[src/rtl/ksss_pkg.sv]
// ----------------------------------------------------------------------------
// ksss_pkg
// Shared types and constants of the k-sorted stream sorter.
// ----------------------------------------------------------------------------
package ksss_pkg;

  localparam int VALUE_W       = 32;
  localparam int K_W           = 4;
  localparam int STORE_DEPTH_D = 16;

  // command a cell carries out
  typedef enum logic [1:0] {
    CELL_HOLD   = 2'd0,
    CELL_SHIFT  = 2'd1,
    CELL_INSERT = 2'd2
  } cell_op_t;

  // broadcast to every cell of the chain
  typedef struct packed {
    cell_op_t                   op;
    logic signed [VALUE_W-1:0]  ins_value;
  } cell_ctrl_t;

  // where a cell sits relative to the fill level
  typedef struct packed {
    logic occ;   // cell holds a live value
    logic tail;  // first free cell
  } cell_pos_t;

  typedef enum logic [1:0] {
    ST_IDLE   = 2'd0,
    ST_INSERT = 2'd1,
    ST_DRAIN  = 2'd2
  } sorter_state_t;

endpackage

[src/rtl/ksss_in_if.sv]
// ----------------------------------------------------------------------------
// ksss_in_if
// Input request channel: one stream value and its last mark.
// ----------------------------------------------------------------------------
interface ksss_in_if import ksss_pkg::*; ();
  logic                      valid;
  logic                      ready;
  logic signed [VALUE_W-1:0] value;
  logic                      is_last;

  modport source (output valid, output value, output is_last, input ready);
  modport sink   (input valid, input value, input is_last, output ready);
endinterface

[src/rtl/ksss_out_if.sv]
// ----------------------------------------------------------------------------
// ksss_out_if
// Output request channel: one sorted value and its end mark.
// ----------------------------------------------------------------------------
interface ksss_out_if import ksss_pkg::*; ();
  logic                      valid;
  logic                      ready;
  logic signed [VALUE_W-1:0] sorted_value;
  logic                      end_of_stream;

  modport source (output valid, output sorted_value, output end_of_stream, input ready);
  modport sink   (input valid, input sorted_value, input end_of_stream, output ready);
endinterface

[src/rtl/k_sorted_stream_sorter_unit.sv]
// ----------------------------------------------------------------------------
// k_sorted_stream_sorter_unit
// Sorter for a stream whose values are at most k places out of order.
// ----------------------------------------------------------------------------
// stream_in takes a signed value and a last mark; stream_out gives values in
// ascending order, end_of_stream set on the final one. cfg_wr_en/cfg_wr_data
// write k_distance, the user doing so only while the block is idle; the
// block does not enforce it. The window is min(k+1, depth). The store is a
// chain of cells kept in ascending order. On a request the head is popped
// into the output register when the window is full, then the whole chain
// opens a gap and inserts in parallel. A popped value shows on stream_out in
// the cycle after acceptance. After a last-marked request the chain drains
// one value per cycle unless the receiver stalls. The single output register
// sets the pace: a new request is taken only when that register is free or
// being read, so a stalled receiver holds the input off and nothing is lost.
// Reset empties the store (fill count zero) and clears k_distance; cell
// contents need no clearing since only live cells are ever read.
// ----------------------------------------------------------------------------
module k_sorted_stream_sorter_unit import ksss_pkg::*; #(
  parameter int STORE_DEPTH = STORE_DEPTH_D
) (
  input  logic           clk,
  input  logic           rst,
  input  logic           cfg_wr_en,
  input  logic [K_W-1:0] cfg_wr_data,
  ksss_in_if.sink        stream_in,
  ksss_out_if.source     stream_out
);

  localparam int CW = $clog2(STORE_DEPTH + 1);
  localparam int WW = (CW > K_W + 1) ? CW : K_W + 1;

  sorter_state_t             state, state_next;
  logic [K_W-1:0]            k_distance;
  logic [CW-1:0]             count, count_next;
  logic signed [VALUE_W-1:0] cap_value;
  logic                      cap_last;
  logic                      out_valid, out_valid_next;
  logic signed [VALUE_W-1:0] out_value;
  logic                      out_end, out_end_next;
  logic                      load_out, accept, out_free, pop_need;
  logic [WW-1:0]             win_k, win;
  cell_ctrl_t                ctrl;

  logic                      cell_act [STORE_DEPTH];
  logic signed [VALUE_W-1:0] cell_val [STORE_DEPTH];

  // configuration register
  always_ff @(posedge clk) begin
    if (rst) begin
      k_distance <= '0;
    end else if (cfg_wr_en) begin
      k_distance <= cfg_wr_data;
    end
  end

  // window size and pop decision
  assign win_k    = WW'(k_distance) + WW'(1);
  assign win      = (win_k > WW'(STORE_DEPTH)) ? WW'(STORE_DEPTH) : win_k;
  assign pop_need = (WW'(count) >= win);

  assign out_free        = !out_valid || stream_out.ready;
  assign stream_in.ready = (state == ST_IDLE) && out_free;
  assign accept          = stream_in.valid && stream_in.ready;

  // chain of cells
  for (genvar i = 0; i < STORE_DEPTH; i++) begin : g_cell
    cell_pos_t pos;
    assign pos.occ  = (CW'(i) < count);
    assign pos.tail = (CW'(i) == count);
    ksss_cell u_cell (
      .clk         (clk),
      .ctrl        (ctrl),
      .pos         (pos),
      .left_act    ((i == 0) ? 1'b0 : cell_act[(i == 0) ? 0 : i - 1]),
      .left_value  (cell_val[(i == 0) ? 0 : i - 1]),
      .right_value (cell_val[(i == STORE_DEPTH - 1) ? i : i + 1]),
      .act         (cell_act[i]),
      .value       (cell_val[i])
    );
  end

  // next state, cell command and output load
  always_comb begin
    state_next     = state;
    count_next     = count;
    load_out       = 1'b0;
    out_end_next   = 1'b0;
    ctrl.op        = CELL_HOLD;
    ctrl.ins_value = cap_value;
    case (state)
      ST_IDLE: begin
        if (accept) begin
          state_next = ST_INSERT;
          if (pop_need) begin
            load_out   = 1'b1;
            ctrl.op    = CELL_SHIFT;
            count_next = count - CW'(1);
          end
        end
      end
      ST_INSERT: begin
        ctrl.op    = CELL_INSERT;
        count_next = count + CW'(1);
        state_next = cap_last ? ST_DRAIN : ST_IDLE;
      end
      ST_DRAIN: begin
        if (out_free) begin
          load_out     = 1'b1;
          out_end_next = (count == CW'(1));
          ctrl.op      = CELL_SHIFT;
          count_next   = count - CW'(1);
          if (count == CW'(1)) begin
            state_next = ST_IDLE;
          end
        end
      end
      default: state_next = ST_IDLE;
    endcase
    out_valid_next = load_out || (out_valid && !stream_out.ready);
  end

  // control registers
  always_ff @(posedge clk) begin
    if (rst) begin
      state     <= ST_IDLE;
      count     <= '0;
      out_valid <= 1'b0;
    end else begin
      state     <= state_next;
      count     <= count_next;
      out_valid <= out_valid_next;
    end
  end

  // captured request and output register
  always_ff @(posedge clk) begin
    if (accept) begin
      cap_value <= stream_in.value;
      cap_last  <= stream_in.is_last;
    end
    if (load_out) begin
      out_value <= cell_val[0];
      out_end   <= out_end_next;
    end
  end

  assign stream_out.valid         = out_valid;
  assign stream_out.sorted_value  = out_value;
  assign stream_out.end_of_stream = out_end;

  // checks
  a_count_bound: assert property (@(posedge clk) disable iff (rst)
    count <= CW'(STORE_DEPTH))
    else $error("fill count above store depth");

  a_insert_room: assert property (@(posedge clk) disable iff (rst)
    state == ST_INSERT |-> count < CW'(STORE_DEPTH))
    else $error("insert into full store");

  a_drain_nonempty: assert property (@(posedge clk) disable iff (rst)
    state == ST_DRAIN |-> count != '0)
    else $error("drain of empty store");

  a_end_empty: assert property (@(posedge clk) disable iff (rst)
    (out_valid && out_end) |-> (count == '0 && state == ST_IDLE))
    else $error("end of stream sent while values held");

endmodule

[src/rtl/ksss_cell.sv]
// ----------------------------------------------------------------------------
// ksss_cell
// One slot of the sorted chain: holds a value, shifts toward the head on a
// pop and opens a gap for a new value on an insert.
// ----------------------------------------------------------------------------
module ksss_cell import ksss_pkg::*; (
  input  logic                      clk,
  input  cell_ctrl_t                ctrl,
  input  cell_pos_t                 pos,
  input  logic                      left_act,
  input  logic signed [VALUE_W-1:0] left_value,
  input  logic signed [VALUE_W-1:0] right_value,
  output logic                      act,
  output logic signed [VALUE_W-1:0] value
);

  // cell moves on insert when new value sorts before it, or it is the first free slot
  assign act = pos.occ ? (ctrl.ins_value < value) : pos.tail;

  // value register
  always_ff @(posedge clk) begin
    case (ctrl.op)
      CELL_SHIFT: value <= right_value;
      CELL_INSERT: begin
        if (act) begin
          value <= left_act ? left_value : ctrl.ins_value;
        end
      end
      default: value <= value;
    endcase
  end

endmodule

[src/flat_wrapper.sv]
// flat-port wrapper written by rule: the top's interface ports become plain ports
module k_sorted_stream_sorter_unit_flat import ksss_pkg::*;
#(
  parameter int STORE_DEPTH = STORE_DEPTH_D
)
  (clk, rst, cfg_wr_en, cfg_wr_data, stream_in_valid, stream_in_value, stream_in_is_last, stream_in_ready, stream_out_valid, stream_out_sorted_value, stream_out_end_of_stream, stream_out_ready);
  ksss_in_if stream_in_i ();
  ksss_out_if stream_out_i ();
  input  logic clk;
  input  logic rst;
  input  logic cfg_wr_en;
  input  logic [K_W-1:0] cfg_wr_data;
  input wire logic [$bits(stream_in_i.valid)-1:0] stream_in_valid;
  input wire logic [$bits(stream_in_i.value)-1:0] stream_in_value;
  input wire logic [$bits(stream_in_i.is_last)-1:0] stream_in_is_last;
  output wire logic [$bits(stream_in_i.ready)-1:0] stream_in_ready;
  output wire logic [$bits(stream_out_i.valid)-1:0] stream_out_valid;
  output wire logic [$bits(stream_out_i.sorted_value)-1:0] stream_out_sorted_value;
  output wire logic [$bits(stream_out_i.end_of_stream)-1:0] stream_out_end_of_stream;
  input wire logic [$bits(stream_out_i.ready)-1:0] stream_out_ready;
  assign stream_in_i.valid = stream_in_valid;
  assign stream_in_i.value = stream_in_value;
  assign stream_in_i.is_last = stream_in_is_last;
  assign stream_in_ready = stream_in_i.ready;
  assign stream_out_valid = stream_out_i.valid;
  assign stream_out_sorted_value = stream_out_i.sorted_value;
  assign stream_out_end_of_stream = stream_out_i.end_of_stream;
  assign stream_out_i.ready = stream_out_ready;
  k_sorted_stream_sorter_unit #(.STORE_DEPTH(STORE_DEPTH)) u_core (.clk(clk), .rst(rst), .cfg_wr_en(cfg_wr_en), .cfg_wr_data(cfg_wr_data), .stream_in(stream_in_i), .stream_out(stream_out_i));
endmodule
[config.mk]
export PLATFORM = sky130hd
export DESIGN_NAME = k_sorted_stream_sorter_unit_flat
export DESIGN_NICKNAME = d
export VERILOG_FILES = /design/src/rtl/ksss_pkg.sv /design/src/rtl/ksss_in_if.sv /design/src/rtl/ksss_out_if.sv /design/src/rtl/k_sorted_stream_sorter_unit.sv /design/src/rtl/ksss_cell.sv /design/src/flat_wrapper.sv
export SDC_FILE = /design/constraint.sdc
export NUM_CORES = 2
export LEC_CHECK = 0
export BUFFER_PORTS_ARGS = -buffer_cell sky130_fd_sc_hd__buf_2
export CAP_MARGIN = 10
export CORE_UTILIZATION = 45
export CTS_CLUSTER_DIAMETER = 60
export DETAILED_ROUTE_END_ITERATION = 6
export GPL_TIMING_DRIVEN = 1
export MAX_ROUTING_LAYER = met4
export PLACE_DENSITY_LB_ADDON = 0.1
export SLEW_MARGIN = 15
export SYNTH_ARGS = -nofsm -noshare
export SYNTH_HDL_FRONTEND = slang
export SYNTH_SLANG_ARGS = --single-unit
export TNS_END_PERCENT = 5
[constraint.sdc]
create_clock -name clk -period 15.15 [get_ports clk]
set_input_delay 4.545 -clock clk [delete_from_list [all_inputs] [get_ports clk]]
set_output_delay 4.545 -clock clk [all_outputs]
set_load 0.01 [all_outputs]
**Word-level counts from Yosys, hierarchy flattened**

Index checks and enable logic that the tools add are counted.

- Register bits after elaboration: 590
- Latch bits: 0
- Memory bits (writable): 0
- Bits in read-only memories: 0
- Word-level logic and storage cells: 209
- Memories kept: 0

- Add/subtract/negate cells: 3
- Multipliers: 0
- Divide/modulo/power cells: 0
- $lt $le $gt $ge: 34
- Eq/ne operators: 39
- Shift operators: 0
- Mux-type cells: 79
- Bitwise logic cells: 0
- Reduce and logical (&&, ||, !) cells: 30

Operators by type and width:

| operator | number |
|---|---|
| $mux W32 | 30 |
| $pmux W32 S2 | 15 |
| $lt A32 B32 Y1 | 16 |
| $eq A4 B5 Y1 const A | 8 |
| $lt A4 B5 Y1 const A | 8 |
| $reduce_and A2 Y1 | 17 |
| $ne A2 B2 Y1 const B | 15 |
| $mux W1 | 21 |
| $eq A3 B5 Y1 const A | 4 |
| $lt A3 B5 Y1 const A | 4 |
| $mux W5 | 4 |
| $pmux W5 S3 | 1 |
| $pmux W2 S3 | 2 |
| $eq A2 B5 Y1 const A | 2 |
| $lt A1 B5 Y1 const A | 2 |
| $lt A2 B5 Y1 const A | 2 |
| $mux W2 | 5 |
| $ne A2 B1 Y1 const B | 4 |
| $add A4 B1 Y5 const B | 1 |
| $add A5 B1 Y5 const B | 1 |
| $eq A1 B5 Y1 const A | 1 |
| $eq A5 B1 Y1 const B | 1 |
| $ge A5 B5 Y1 | 1 |
| $gt A5 B5 Y1 const B | 1 |
| other kinds (13) | 19 |

**Logic depth before layout (Yosys ltp)**

- Depth after elaboration: 10
- Mapped depth: 15
- Gate-level depth less buffers: 14

**By module**

From an unflattened synthesis, not the netlist that was laid out.

- Cells, all modules: 4,379
- Area, all modules: 42,949.9 µm²

Modules (own cells, without submodules):

| module | instances | cells an instance | area an instance (µm²) | seq. area each (µm²) |
|---|---|---|---|---|
| ksss_cell | 16 | 260 | 2,491.1 | 960.9 |
| k_sorted_stream_sorter_unit | 1 | 219 | 3,091.7 | 2,222.1 |

**Least setup slack after synthesis**

No wires, ideal clock.

- Path kind: input to output
- Start: input port stream_out_ready
- End: output port stream_in_ready
- Data arrival time: 4.928 ns
- Path slack: 5.677 ns
- Stages: 3
- Buffers on the path: 0
- Cell sequence: nand2b_1 nand2b_1 nor2_1

- Word-level cells in the longest chain between the ends: 2

Ends and longest elaborated chain:

| item | RTL line | RTL |
|---|---|---|
| start: declaration | flat_wrapper.sv:20 | `input wire logic [$bits(stream_out_i.ready)-1:0] stream_out_ready;` |
| $logic_or A1 B1 Y1 | k_sorted_stream_sorter_unit.sv:62 | `assign out_free = !out_valid \|\| stream_out.ready;` |
| $logic_and A1 B1 Y1 | k_sorted_stream_sorter_unit.sv:63 | `assign stream_in.ready = (state == ST_IDLE) && out_free;` |
| end: declaration | flat_wrapper.sv:16 | `output wire logic [$bits(stream_in_i.ready)-1:0] stream_in_ready;` |

No other way between the ends.

**Final worst setup path**

Same ends and word-level chain as after synthesis.

==> impl_results.md <==
* Top Family by Delay on Critical Path: simple AND/OR/NAND/NOR gates
* Vias in the first global route at 29500
* Yosys reg bits at 590
* Drt drc at 0
* Via count at 30600
* Post-DP HPWL at just under 90000 um
* Die ar. at 90500 sq um
* Clock Latency Late Sink at 0.64 ns
* F_max at 0.103 GHz
* Setup TNS Final at 0 ns
* Area growth syn-to-layout at 10.4%
* CTS Hold Bufs at 0
* First-pass GRT wire length at roughly 190000 um
* Worst Path Required at 10.61 ns
* Crit path max fanout at 3
* Synth warnings at 0
* Relative slew slack at 28.3%
* Port buffer count at 76
* WP buf/inv at 2
* Post-Route WL at roughly 130000 um
* Worst-path clk slew at 0.06 ns
* Fin nets at 4485
* Xor and xnor area share after synthesis at less than 1%
* Share of cells above drive strength 1 at 8.73%
* CP max stage cell: nand2b_1
* Reg2Reg Launch Point: u_core.cap_value[11]$_DFFE_PP_
* Pwr dens at 204 nW/um^2
* RSZ-0062 raised after global routing: false
* Final hold violation count at 0
* Dominant cell type by area after synthesis: edfxtp_1
* Most used DFF post-synth: edfxtp_1
* Max H-tree Level at 3
* Antenna Nets Post-Route at 0
* Slew Limit Fails at 0
* Pin count of the biggest net entering global routing at 188
* CP max stage delay at 0.17 ns
* Worst VDD drop at 0.178 mV
* Vias per cell at 5.93
* CTS resizes at 0
* CTS Buffer Depth at 3
* Final Skew at between 0.03 and 0.04 ns
* Final setup fails at 0
* Ports at 77
* Outcome: finished clean
* Final period util at 63.9%
* Sequential area share after synthesis at 43.8%
* Adder-Cell Fraction of Synth Area at 15.8%
* Final Cell Area at around 44000 sq um
* Mux cell area share after synthesis at 7.47%
* CP Launch Type: input pin
* Starting DRT DRC Count at 2572
* Most numerous cell in the Yosys netlist: edfxtp_1
* Sink Count at between 500 and 600
* Number of placement rows at 109
* CP Data Arrival Time at between 5 and 6 ns
* Post-CTS setup buffers at 0
* Initial DRT Pass Iterations at 7
* DP Area at 41900 sq um
* Tmin final at 9.68 ns
* Area of the core at 88400 sq um
* MaxCap Viol Count at 0
* GRT Resource Usage Total at 28.9%
* Initial Util at roughly 45%
* Worst Tran Pin Value at 1.07 ns
* Die X-Extent at 301 um
* Mapped Nets at 4471
* Critical Path End Type: output port
* Non-filler cells, final at 5161
* Per-cell routed wire length at 24.7 um
* Top cells by area, synth: edfxtp_1 (43%), ha_1 (16%), mux2i_1 (6.6%)
* EDFF count, synth at 578
* Post-Synthesis Cells at approximately 3900
* Yosys top cell area share at ~43%
* Inserted Clock Buffers at 78
* Compound-Gate Fraction of Synth Area at 15.9%
* HP Class: register to register
* CTS Root Cell: clkbuf_16
* Yosys cell types at 66
* Hold path start: u_core.g_cell[0].u_cell.value[29]$_DFFE_PP_
* Die height at 301 um
* Post-synth ARST share at 0%
* Antenna fix cells at 0
* Simple-gate share of the synthesized area at a little under a tenth
* Post-synth top cells: edfxtp_1 (578), ha_1 (507), inv_1 (503)
* Initial antenna violation count at 0
* Average cell area after synthesis at 10.2 sq um
* Gpl congestion at ~0.89
* Setup Crit Path Kind: input pin to output port
* Dpl cells at between 5000 and 6000
* Worst Setup SP: stream_out_ready
* Cell Area, Synth at 40200 sq um
* Total gr overflow at 0
* Worst-path cell chain: buf_2, nand2b_1, nand2b_1, nor2_1, buf_2
* Largest family of logic cells by synthesized area: compound AO/OA/AOI/OAI gates
* Leakage dissipation at around 20 nW
* CTS tree: built
[through the flow]
step | setup slack, ns | power [W] | hold WS [ns] | utilization, %
4_1_cts | 5.46 | 0.00905 | 0.484 | 50.2
3_3_place_gp | 5.48 | 0.00712 | 0.465 | 47.4
5_1_grt | 5.37 | 0.00958 | 0.495 | 50.2
6_report | 5.47 | 0.00903 | 0.483 | 50.2
3_5_place_dp | 5.46 | 0.00719 | 0.468 | 47.4
2_1_floorplan | 5.68 | 0.00574 | 0.449 | -
[logic make-up (layout without fill, tap and decap cells)]
logic type,count (synthesis),after routing
simple gates,824,824
buf+inv,725,799
fa+ha+maj,507,507
compound gates,970,970
mux,296,296
xor+xnor,10,10
flops,590,590
[routing by layer]
layer	up-vias	track usage [%]	share of wire, %
met5	-	-	0
met4	0	7.31	2.6
met3	155	3.28	5.1
met2	854	45.8	46
met1	15100	39.4	46
li1	14600	-	-
[path summary, 6_finish.rpt]
| path | to | cells past startpoint | slack (ns) |
|---|---|---|---|
| worst max-delay path | stream_in_ready | 5 | 5.47 |
| worst min-delay path | u_core.stream_out.sorted_value[29]$_DFFE_PP_ | 0 | 0.48 |
| worst max register to register | u_core.g_cell[12].u_cell.value[0]$_DFFE_PP_ | 14 | 9.53 |
| worst min register to register | u_core.stream_out.sorted_value[29]$_DFFE_PP_ | 0 | 0.48 |
[cell usage in the layout (no fill, tap or decap), drive strengths merged, types with 14 or more instances in the layout]
cell | synthesis | final
a211oi | 18 | 18
a21o | 207 | 207
a21oi | 203 | 203
a31oi | 14 | 14
buf | 80 | 156
clkbuf | 142 | 99
clkinv | 0 | 28
edfxtp | 578 | 578
ha | 507 | 507
inv | 503 | 506
mux2 | 32 | 32
mux2i | 264 | 264
nand2 | 294 | 294
nand2b | 23 | 23
nand3 | 203 | 203
nand4 | 89 | 89
nor2 | 152 | 152
o21ai | 279 | 279
o221ai | 187 | 187
[sequential cells by signal, indices dropped and copies added, names as in the netlist]
| name | count |
|---|---|
| u_core.stream_out.end_of_stream | 1 |
| u_core.cap_value | 32 |
| u_core.cap_last | 1 |
| u_core.count | 5 |
| u_core.g_cell.u_cell.value | 512 |
| u_core.stream_out.sorted_value | 32 |
| u_core.state | 2 |
| u_core.k_distance | 4 |
| u_core.stream_out.valid | 1 |
[cell type report]
| type | count | area, sq um |
|---|---|---|
| clock buffers | 99 | 2130 |
| clock inverters | 41 | 360 |
| fillers | 8269 | 44000 |
| inverters | 503 | 1890 |
| multi-input cells | 2607 | 19900 |
| flip-flops and latches | 590 | 17600 |
| well taps | 1165 | 1460 |
| repair buffers | 156 | 993 |
[report_power, final]
group          switching [W]  total, W  leakage [nW]  internal (W)
Combinational        0.00269   0.00409          13.6       0.00139
Clock               0.000760   0.00184          1.20       0.00108
Sequential          0.000406   0.00311          5.54       0.00270
[worst register-to-register path: stages, from the launching register on]
cell	delay, ns
edfxtp_1	0.32
buf_4	0.36
ha_1	0.34
a21oi_1	0.14
o21ai_0	0.23
a2111oi_0	0.94
o21ai_1	0.29
a21o_1	0.29
a21oi_1	0.17
xor2_1	0.16
o32ai_4	0.12
buf_4	0.71
nand2_1	0.15
nand2_2	0.57
buf_4	0.45
Note: power is estimated with default switching activity, not from simulation.
